## src/sv/nks_pkg.sv

```systemverilog
// Shared types and constants of the nearest keyframe selector.
`timescale 1ns / 1ps

package nks_pkg;

    localparam int AZ_W    = 15;
    localparam int ALT_W   = 14;
    localparam int TIME_W  = 16;
    localparam int SLOT_W  = 7;
    localparam int DIST_W  = 31;
    localparam int COUNT_W = 8;
    localparam int CFG_IDX_W  = 2;
    localparam int CFG_DATA_W = 8;

    localparam logic CMD_WRITE = 1'b0;
    localparam logic CMD_QUERY = 1'b1;

    localparam logic MODE_SUN  = 1'b0;
    localparam logic MODE_TIME = 1'b1;

    localparam logic [CFG_IDX_W-1:0] REG_SELECT_MODE = 2'd0;
    localparam logic [CFG_IDX_W-1:0] REG_ENTRY_COUNT = 2'd1;

    // Query operands, held steady for the whole walk down the chain.
    typedef struct packed {
        logic                     mode;
        logic [AZ_W-1:0]          az;
        logic signed [ALT_W-1:0]  alt;
        logic [TIME_W-1:0]        tq;
    } query_t;

    // Search token that moves from one cell to the next.
    typedef struct packed {
        logic              valid;
        logic              found;
        logic [DIST_W-1:0] best_dist;
    } token_t;

endpackage

```

## src/sv/nks_cell.sv

```systemverilog
// One keyframe cell: stores an entry and updates the passing search token.
`timescale 1ns / 1ps

module nks_cell #(
    parameter int IDX    = 0,
    parameter int SLOT_W = 7
) (
    input  logic                             clk,
    input  logic                             rst_n,
    input  logic                             wr_en,
    input  logic [nks_pkg::SLOT_W-1:0]       wr_slot,
    input  logic [nks_pkg::AZ_W-1:0]         wr_az,
    input  logic signed [nks_pkg::ALT_W-1:0] wr_alt,
    input  logic [nks_pkg::TIME_W-1:0]       wr_tm,
    input  nks_pkg::query_t                  query,
    input  logic [nks_pkg::COUNT_W-1:0]      entry_count,
    input  nks_pkg::token_t                  tok_in,
    input  logic [SLOT_W-1:0]                idx_in,
    output nks_pkg::token_t                  tok_out,
    output logic [SLOT_W-1:0]                idx_out
);

    logic [nks_pkg::AZ_W-1:0]         az_reg;
    logic signed [nks_pkg::ALT_W-1:0] alt_reg;
    logic [nks_pkg::TIME_W-1:0]       tm_reg;

    nks_pkg::token_t            tok_next;
    logic                       valid_reg;
    logic                       found_reg;
    logic [nks_pkg::DIST_W-1:0] best_dist_reg;
    logic [SLOT_W-1:0]          idx_reg;
    logic [SLOT_W-1:0]          idx_next;

    logic                          active;
    logic                          take;
    logic [nks_pkg::AZ_W:0]        daz;
    logic [nks_pkg::ALT_W:0]       dalt;
    logic [nks_pkg::AZ_W-1:0]      uaz;
    logic [nks_pkg::ALT_W-1:0]     ualt;
    logic [2*nks_pkg::AZ_W-1:0]    sq_az;
    logic [2*nks_pkg::ALT_W-1:0]   sq_alt;
    logic [nks_pkg::TIME_W-1:0]    dtm;
    logic [nks_pkg::DIST_W-1:0]    cand_dist;

    always_ff @(posedge clk)
    begin
        if (wr_en && (32'(wr_slot) == 32'(IDX)))
        begin
            az_reg  <= wr_az;
            alt_reg <= wr_alt;
            tm_reg  <= wr_tm;
        end
    end

    // Differences are taken one bit wider so that the sign is kept.
    assign daz  = {1'b0, az_reg} - {1'b0, query.az};
    assign dalt = {alt_reg[nks_pkg::ALT_W-1], alt_reg} - {query.alt[nks_pkg::ALT_W-1], query.alt};
    assign uaz  = daz[nks_pkg::AZ_W] ? nks_pkg::AZ_W'(-daz) : daz[nks_pkg::AZ_W-1:0];
    assign ualt = dalt[nks_pkg::ALT_W] ? nks_pkg::ALT_W'(-dalt) : dalt[nks_pkg::ALT_W-1:0];
    assign sq_az  = (2*nks_pkg::AZ_W)'(uaz) * (2*nks_pkg::AZ_W)'(uaz);
    assign sq_alt = (2*nks_pkg::ALT_W)'(ualt) * (2*nks_pkg::ALT_W)'(ualt);
    assign dtm  = (tm_reg > query.tq) ? (tm_reg - query.tq) : (query.tq - tm_reg);

    always_comb
    begin
        if (query.mode == nks_pkg::MODE_TIME)
            cand_dist = nks_pkg::DIST_W'(dtm);
        else
            cand_dist = nks_pkg::DIST_W'(sq_az) + nks_pkg::DIST_W'(sq_alt);
    end

    assign active = 32'(entry_count) > 32'(IDX);
    assign take   = tok_in.valid && active && (!tok_in.found || (cand_dist < tok_in.best_dist));

    always_comb
    begin
        tok_next.valid     = tok_in.valid;
        tok_next.found     = tok_in.found | take;
        tok_next.best_dist = take ? cand_dist : tok_in.best_dist;
        idx_next           = take ? SLOT_W'(IDX) : idx_in;
    end

    always_ff @(posedge clk or negedge rst_n)
    begin
        if (!rst_n)
        begin
            valid_reg <= 1'b0;
        end
        else
        begin
            valid_reg <= tok_next.valid;
        end
    end

    always_ff @(posedge clk)
    begin
        found_reg     <= tok_next.found;
        best_dist_reg <= tok_next.best_dist;
        idx_reg       <= idx_next;
    end

    always_comb
    begin
        tok_out.valid     = valid_reg;
        tok_out.found     = found_reg;
        tok_out.best_dist = best_dist_reg;
    end

    assign idx_out = idx_reg;

endmodule

```

## config.mk

```make
export PLATFORM = sky130hd
export DESIGN_NAME = nks_cell
export DESIGN_NICKNAME = d
export VERILOG_FILES = /design/src/sv/nks_pkg.sv /design/src/sv/nks_cell.sv
export SDC_FILE = /design/constraint.sdc
export NUM_CORES = 1
export LEC_CHECK = 0
export ABC_AREA = 1
export ABC_CLOCK_PERIOD_IN_PS = 10700
export BUFFER_PORTS_ARGS = -buffer_cell sky130_fd_sc_hd__buf_2
export CORE_ASPECT_RATIO = 1.75
export CORE_UTILIZATION = 63
export DETAILED_ROUTE_END_ITERATION = 10
export PLACE_DENSITY = 0.84
export SETUP_SLACK_MARGIN = 0.05
export SLEW_MARGIN = 5
export SYNTH_ARGS = -nofsm -noshare
export SYNTH_HDL_FRONTEND = slang
export SYNTH_SLANG_ARGS = --single-unit
```

## constraint.sdc

```tcl
create_clock -name clk -period 10.7 [get_ports clk]
set_input_delay 0 -clock clk [delete_from_list [all_inputs] [get_ports clk]]
set_output_delay 0 -clock clk [all_outputs]
set_load 0.02 [all_outputs]
```

Yosys cells after proc, flatten, opt, wreduce, memory -nomap -nowiden
Cells that the tools add are included.
- register bits: 85
- input port bits: 149
- logic and storage cells: 31
- multiplexer cells: 5
- multiply operators: 2
- $lt $le $gt $ge: 3
- $add $sub $neg: 7
- reductions and logical operators: 6
- bitwise gates (word level): 1
- operator list (operator ; count):
    31-bit 2-to-1 mux ; 2
    16-bit subtractor ; 2
    30-bit by 28-bit adder with 31-bit output ; 1
    31-bit less-than comparator ; 1
    15-bit by 15-bit multiplier with 30-bit output ; 1
    14-bit by 14-bit multiplier with 28-bit output ; 1
    16-bit greater-than comparator ; 1
    16-bit 2-to-1 mux ; 1
    15-bit by 15-bit subtractor with 16-bit output ; 1
    15-bit 2-to-1 mux ; 1
    15-bit negator ; 1
    14-bit by 14-bit subtractor with 15-bit output ; 1
    14-bit 2-to-1 mux ; 1
    14-bit negator ; 1
    8-bit by 1-bit greater-than comparator with 1-bit output, second input constant ; 1
    7-bit zero test ; 1
    1-bit logical AND ; 3
    1-bit zero test ; 1
    1-bit logical OR ; 1
    1-bit OR ; 1

Depth between registers and ports, before layout
Gate-level depths: netlist of run 1.
- word-level depth: 10
- gate-level depth with buffers: 59
- gate-level depth less buffers: 57

Worst setup path after synthesis of run 1
Ideal clock, no wire load.
- path type: register to register
- start point: register az_reg[2] (netlist name)
- end point: register best_dist_reg[16] (netlist name)
- slack: 1.232 ns
- buffers on the path: 4
- cell stages (with the launch flop): 51
- arrival: 9.409 ns
- cells stage by stage: edfxtp_1 > ha_1 > a21oi_2 > nand2_2 > a21o_2 > nand3_2 > nand2_2 > a21boi_4 > buf_6 > nand2_1 > xor2_1 > buf_2 > nor2_1 > inv_1 > fa_1 > inv_1 > fa_1 > inv_1 > [... 15 more ...] > nand2_1 > inv_1 > o21ai_0 > nand2_1 > nand2_1 > nor2_1 > nor3b_1 > ha_1 > a21oi_1 > o21a_1 > o221ai_1 > a31oi_1 > nand2_1 > a21boi_0 > buf_2 > buf_2 > nand2_1 > nand2_1
- RTL lines (element ; RTL line ; source):
    start, declared ; nks_cell.sv:23 ; logic [nks_pkg::AZ_W-1:0] az_reg;
    start signal, assigned ; nks_cell.sv:49 ; az_reg <= wr_az;
    end signal, assigned ; nks_cell.sv:98 ; best_dist_reg <= tok_next.best_dist;
    end, declared ; nks_cell.sv:30 ; logic [nks_pkg::DIST_W-1:0] best_dist_reg;

==> results.md, run 1 <==
Clock network:
- The number of levels in the clock H-tree is 3.
- The CTS tree is built.
- The buffer cell driving the clock tree root is clkbuf_16.
- The clock insertion delay at the later pin of the skew report is 0.39 ns.
- The worst-case clock buffer depth is 2.
- Clock tree synthesis found a total of 85 sinks.
- Clock-pin slew was measured on the worst setup and hold paths at 0.08 ns.
- TritonCTS created 9 clock buffers.

Global route:
- The via count of the first global-routing pass came to slightly above 20000.
- The initial antenna violation count is 1.
- The aggregate global routing overflow is 0.
- The global routing usage summed across all routing layers is 40.89%.
- The first-pass GRT wire length is 100500 µm.
- The maximum number of pins on one net before global-route repair is 46.

Setup path:
- The maximum cell stage delay along the critical path is roughly 0.55 ns.
- The startpoint identified for the worst register-to-register timing path is alt_reg[0]$_DFFE_PP_.
- The endpoint type of the worst setup path is a flop.
- Along the worst path, the maximum fanout reaches 19.
- On the critical path the largest part of the delay comes from adder cells.
- STA classifies the critical path startpoint as a flop.
- Together, buffers and inverters on the worst path number 16.
- For this design, the slowest cell found on the critical path is fa_1.
- The most frequent cell on the critical path is nand2_1.
- For the worst setup path, the data required time is 11.02 ns.
- The category of the critical setup timing path is flop to flop.
- Data on the critical path arrives at its endpoint at 10.60 ns.
- The start point of the critical path is alt_reg[0]$_DFFE_PP_.

Timing:
- Based on the critical path, the design can be clocked at up to 97.25 MHz.
- The clock skew is 0.01969 ns.
- Once routing completed, OpenROAD measured the worst setup slack at about 0.42 ns.
- The tightest slew margin relative to the limit is 19.04%.
- After layout, the minimum clock period comes to roughly 10 ns.
- The count of final hold-check violations is 0.
- For the pin with the worst max-slew slack, the measured transition is 1.214 ns.
- In the finished design, the share of the clock period the worst path needs comes to between 90% and 100%.
- The total count of max-transition violations in the final report is 0.
- The final setup violation count is 0.

Logic synthesis:
- By count the netlist is led by inv_1 (679), nand2_1 (528), fa_1 (318).
- The netlist area before placement is between 20000 and 25000 µm².
- By area the synthesized netlist is led by fa_1 (31%), ha_1 (16%), inv_1 (13%), nand2_1 (9.8%), edfxtp_1 (6.7%).
- During synthesis, Yosys emitted a total of 0 warnings.
- The most common cell in the synthesized netlist is inv_1.
- In this run the mean area of a mapped cell was 7.693 µm².
- The sequential-to-total area share from yosys stat is between 10% and 20%.
- When the netlist entered floorplanning its net count stood at 3366.
- The instance count of the mapped netlist is 2641.
- The top flip-flop cell by instance count after synthesis is edfxtp_1.
- The distinct cell type count of the synthesized netlist is 52.
- The top cell type's share of synthesized area is 31.33%.
- The share of synthesized registers carrying an async set or reset is under 10%.
- The post-synthesis register bit count is 85.
- The synthesized design spends more area on one cell type than any other, namely fa_1.
- Counting flops with a built-in enable in the synthesized netlist gives between 40 and 50.

Detailed routing:
- The routed layout has 18790 vias.
- The detail route stage leaves a number of antenna-violating nets equal to 0.
- The detailed-route wire length per cell is 18.90 µm.
- For this block, the initial DRC count from the detailed router was around 1000.
- In the routed design, unresolved DRC markers number 0.
- The count of TritonRoute iterations in the first routing pass is 9.
- Summed over all layers, the routed wires come to 63740 µm.
- In the routed layout, each cell is associated on average with a via count of about 5.6.

Min path:
- The path class of the tightest hold or removal check is input pin to flop.
- In this run the most critical hold path is launched from tok_in[31].

Floorplanning:
- The overall die width is 137.8 µm.
- The total core area is 31640 µm².
- The vertical die dimension is roughly 240 µm.
- The initial utilization of the core area, before any placement, comes to 64.22%.
- The number of cell rows is 86.
- The number of top-level design ports is 189.
- The area of the die is 33000 µm².

Placement:
- Routability-driven placement finished with a final weighted congestion of approximately 1.0.
- Detailed placement ended at an HPWL of approximately 52000 µm.
- The cell area reported after detailed placement is 22040 µm².
- Buffers placed on the I/O ports in this run total between 150 and 200.
- The worst slack at placement is -0.1250 ns.

Cells and area:
- The finished cells cover 23650 µm².
- The number of flip-flops in the largest register is 31.
- The number of nets in the finished design is roughly 3700.
- From synthesis to final layout, the design area changed by 16.41%.
- The fraction of layout cells with a size suffix above 1 is about an eighth.

Flow run:
- Max-cap violations in this run came to 0.

Status:
- The run finished with clean final reports.
[cell families after synthesis]
logic type | after synthesis | synth area share, %
buf+inv | 733 | 13.85
xor+xnor | 50 | 2.303
flops | 85 | 10.62
mux | 1 | 0.04927
compound gates | 255 | 6.940
fa+ha+maj | 576 | 47.22
simple gates | 941 | 19.02
[layout make-up]
class                   count  area (µm²)
diodes                      1       2.502
clock buffers               9       225.2
clock inverters             7       75.07
fillers                  2350        7984
inverters                 696        2641
multi-input cells        1825       15600
flip-flops and latches     85        2157
well taps                 396       495.5
repair buffers            354        2459
[metrics by stage]
step,setup TNS [ns],instances,hold slack (ns),utilization [%]
2_1_floorplan,0,2641,-0.2956,-
3_3_place_gp,0,3248,-0.2246,69.68
3_5_place_dp,-2.783,3248,-0.2239,69.68
4_1_cts,0,3355,0.1407,73.52
5_1_grt,-1.127,3373,0.1975,74.76
6_report,0,3373,0.1870,74.76
[cells in the final DEF (no fill, tap or decap), types with 17 or more instances in the layout]
| cell type | n |
|---|---|
| nor2_1 | 220 |
| a21oi_1 | 126 |
| xor2_1 | 31 |
| fa_1 | 317 |
| nand3_1 | 88 |
| o21ai_0 | 67 |
| dfxtp_1 | 39 |
| nand2_2 | 24 |
| buf_2 | 188 |
| nand4_1 | 18 |
| nor3_1 | 17 |
| dlygate4sd3_1 | 87 |
| edfxtp_1 | 45 |
| buf_4 | 74 |
| nor2_2 | 20 |
| nand2_1 | 518 |
| ha_1 | 254 |
| inv_1 | 676 |
[per-layer routing]
metal | track usage [%] | up-vias | wire length (µm)
met4 | 36.10 | 0 | 6473
met2 | 75.12 | 852 | 33670
met1 | 37.56 | 8938 | 20030
met3 | 6.899 | 356 | 3564
li1 | - | 8643 | -
met5 | 0 | - | 0
[tightest hold or removal path, cell delays in order]
cell and delay [ns]:
buf_2 0.19, a21boi_4 0.09, buf_4 0.17, nor2_1 0.08
[path summary, 6_finish.rpt]
check	end	slack, ns	cells past startpoint
hold reg to reg	best_dist_reg[0]$_DFF_P_	0.84	6
hold / removal	idx_out[2]$_SDFF_PP0_	0.19	4
setup / recovery	best_dist_reg[22]$_DFF_P_	0.42	56
min in group asynchronous	valid_reg$_DFF_PN0_	0.47	3
max in group asynchronous	valid_reg$_DFF_PN0_	10.12	3
setup reg to reg	best_dist_reg[22]$_DFF_P_	0.42	56
[timing repair]
item | CTS | global route
gates resized for setup | 1 | 74
pin swaps | 2 | 8
gates cloned | 1 | 1
hold buffers | 87 | 0
endpoints found under the setup margin | 38 | 38
hold endpoints to repair | 86 | 0
buffers inserted | 3 | 16
Power of run 1 is left out: the tool's default activity adds up to more than one toggle a clock period on the data nets, which glitch-free logic cannot reach.
==> run 2: changes to the inputs <==
--- a/config.mk
+++ b/config.mk
@@ -8,7 +8,7 @@
 export ABC_AREA = 1
 export ABC_CLOCK_PERIOD_IN_PS = 10700
 export BUFFER_PORTS_ARGS = -buffer_cell sky130_fd_sc_hd__buf_2
-export CORE_ASPECT_RATIO = 1.75
+export CORE_ASPECT_RATIO = 2
 export CORE_UTILIZATION = 63
 export DETAILED_ROUTE_END_ITERATION = 10
 export PLACE_DENSITY = 0.84
==> results.md, run 2 (same netlist as run 1, synthesis figures left out) <==
Status:
- The flow ran to the end, and the final reports show no timing, DRC or antenna violations.

Setup path:
- The number of cells traversed by the worst register-to-register path came to 42 (-25%).
- The arrival time at the worst endpoint is 10.63 ns (+0.03 ns).
- The critical path is of the flop to flop type.
- The critical path endpoint is best_dist_reg[13]$_DFF_P_.
- The launching element type of the critical path is a flop.
- In this run the critical register-to-register path is launched from alt_reg[5]$_DFFE_PP_.
- Tracing the worst setup path back leads to its startpoint at alt_reg[5]$_DFFE_PP_.
- Among the stages of the critical path, the cell type that occurs most often is fa_1.
- The maximum fanout encountered on the critical timing path is 5 (-14).
- The setup slack of the worst register-to-register path is 0.39 ns (-0.03 ns).
- The required time of the worst setup path is 11.01 ns (about the same).
- The standard cell with the maximum stage delay on the critical path is fa_1.
- In this run the critical register-to-register path is captured at best_dist_reg[13]$_DFF_P_.
- The endpoint type of the worst setup path is a flop.
- The maximum cell stage delay along the critical path is 0.61 ns (+0.06 ns).

Floorplanning:
- The vertical die dimension is 256.0 µm (+6.8%).
- The total core area is 31660 µm² (about the same).
- The number of cell rows was 92 (+7.0%).
- The area of the die came to 33010 µm² (about the same).
- The overall die width is 129.0 µm (-6.4%).
- The number of top-level design ports came to 189 (unchanged).
- The initial cell density of the core is 64.18% (about the same).

Cells and area:
- The area growth from synthesis to layout is 19.18%.
- Leaving out fill and tap cells, the most frequent cell in the layout is inv_1.
- The number of flip-flops in the largest register is 31 (unchanged).
- The fraction of layout cells with a size suffix above 1 is 15.39% (+2.1 points).
- The number of nets in the finished design is 3735 (+1.1%).
- Leaving out fill and tap cells, the most frequent cells in the layout are inv_1 (673), nand2_1 (514), fa_1 (317).
- The design area is 24210 µm² (+2.4%).
- The filler cell count in the final layout was 2314 (-1.5%).

Min path:
- The path class of the tightest hold or removal check is input pin to flop.

Detailed routing:
- The count of TritonRoute iterations in the first routing pass is 6 (-3).
- The number of nets with antenna violations after detailed routing came to 0 (unchanged).
- The detailed router's first-iteration violation count is 1019 (-0.78%).
- The total number of vias is 19310 (+2.7%).
- The post-route DRC violation count is 0 (unchanged).
- The detailed-route wire length per cell is 19.81 µm (+4.8%).
- The final routed wirelength across all metal layers came to 68160 µm (+6.9%).
- The per-cell via count in the routed design came to 5.612 (+0.75%).

Timing:
- The clock skew is 0.02600 ns (+0.006312 ns).
- The final setup violation count is 0 (unchanged).
- The slew of the pin with the lowest slew margin is 1.197 ns (-0.01748 ns).
- The ratio of final minimum period to clock period was 96.37% (+0.27 points).
- The tightest slew margin relative to the limit is 20.20% (+1.2 points).
- The highest attainable clock frequency was 96.98 MHz (-0.28%).
- The post-layout minimum cycle time is 10.31 ns (+0.02853 ns).
- The total count of max-transition violations in the final report was 0 (unchanged).
- The count of final hold-check violations is 0 (unchanged).

Clock network:
- The clock insertion delay at the later pin of the skew report came to 0.40 ns (about the same).
- The CTS tree is built.
- The number of levels in the clock H-tree was 3 (unchanged).
- The post-CTS clock slew at the launch and capture registers of the worst setup and hold paths was 0.09 ns (about the same).
- The clock net sink count was 85 (unchanged).
- The number of buffers created by CTS is 9 (unchanged).
- CTS placed an instance of clkbuf_16 at the clock tree root.
- The worst-case clock buffer depth is 2 (unchanged).

Global route:
- The via count of the first global-routing pass is 21460 (+3.5%).
- The aggregate global routing overflow is 0 (unchanged).
- The first-pass GRT wire length is 105100 µm (+4.5%).
- The global routing usage summed across all routing layers is 42.78% (+1.9 points).
- The maximum number of pins on one net before global-route repair came to 46 (unchanged).
- The initial antenna violation count is 2 (+1).

Placement:
- The number of I/O port buffers came to 188 (unchanged).
- The final weighted congestion of routability-driven global placement came to 1.069 (+6.6%).
- The placed wire-length estimate after detailed placement came to 54350 µm (+4.4%).
- The cell area reported after detailed placement is 22330 µm² (+1.3%).

Flow run:
- The number of violations of the max-capacitance limit is 0 (unchanged).
-- run 2: cell type report --
class	count	area (µm²)	area share, %
antenna	2	5.005	0.02067
clock buffer	9	225.2	0.9301
clock inverter	7	127.6	0.5270
inverter	696	2643	10.91
multi-input combinational	1824	15740	64.99
sequential	85	2157	8.908
tap	423	529.3	2.186
timing repair buffer	394	2791	11.53
-- run 2: how the worst min path moves through the flow --
stage / startpoint / end / slack, ns / cells after the start
after floorplan: rst_n / valid_reg$_DFF_PN0_ / -0.30 / 0
after global placement: rst_n / valid_reg$_DFF_PN0_ / -0.22 / 1
after detailed placement: rst_n / valid_reg$_DFF_PN0_ / -0.22 / 1
after CTS: entry_count[6] / found_reg$_DFF_P_ / 0.26 / 4
after global routing: wr_alt[5] / alt_reg[5]$_DFFE_PP_ / 0.32 / 2
final: query[0] / best_dist_reg[0]$_DFF_P_ / 0.30 / 8
-- run 2: repair_timing --
| item | CTS | global route |
|---|---|---|
| setup endpoints to repair | 38 | 38 |
| setup buffers | 5 | 17 |
| gates cloned | 1 | 3 |
| resized for setup | 1 | 115 |
| hold buffers | 87 | 0 |
| pin swaps | 2 | 26 |
| endpoints found under the hold margin | 86 | 0 |
-- run 2: critical path: cells and delay by family (launching register included) --
kind | cells | cell delay (ns)
AO/OA/AOI/OAI | 9 | 1.53
adder cells (fa/ha/maj) | 11 | 5.18
AND/OR/NAND/NOR | 11 | 1.66
flip-flops | 1 | 0.39
XOR/XNOR | 2 | 0.42
buffers and inverters | 9 | 1.03
-- run 2: per-layer routing --
layer | share of wire (%) | wire length (µm) | GRT usage (%) | up-vias
met5 | 0 | 0 | 0 | -
met4 | 13 | 8549 | 44.22 | 0
met3 | 6.4 | 4350 | 8.821 | 484
met2 | 52 | 35650 | 77.91 | 976
met1 | 29 | 19610 | 36.09 | 9136
li1 | - | - | - | 8709
-- run 2: per-stage QoR --
| stage | setup TNS (ns) | hold slack [ns] | utilization, % | setup slack [ns] | instances |
|---|---|---|---|---|---|
| 2_1_floorplan | 0 | -0.2956 | - | 1.232 | 2641 |
| 3_3_place_gp | -0.7363 | -0.2238 | 70.55 | -0.03612 | 3309 |
| 3_5_place_dp | -8.392 | -0.2232 | 70.55 | -0.2725 | 3309 |
| 4_1_cts | 0 | 0.2632 | 74.64 | 0.1010 | 3418 |
| 5_1_grt | -1.462 | 0.3199 | 76.49 | -0.08013 | 3440 |
| 6_report | 0 | 0.3020 | 76.49 | 0.3884 | 3440 |
Power of run 2 is left out for the same reason.
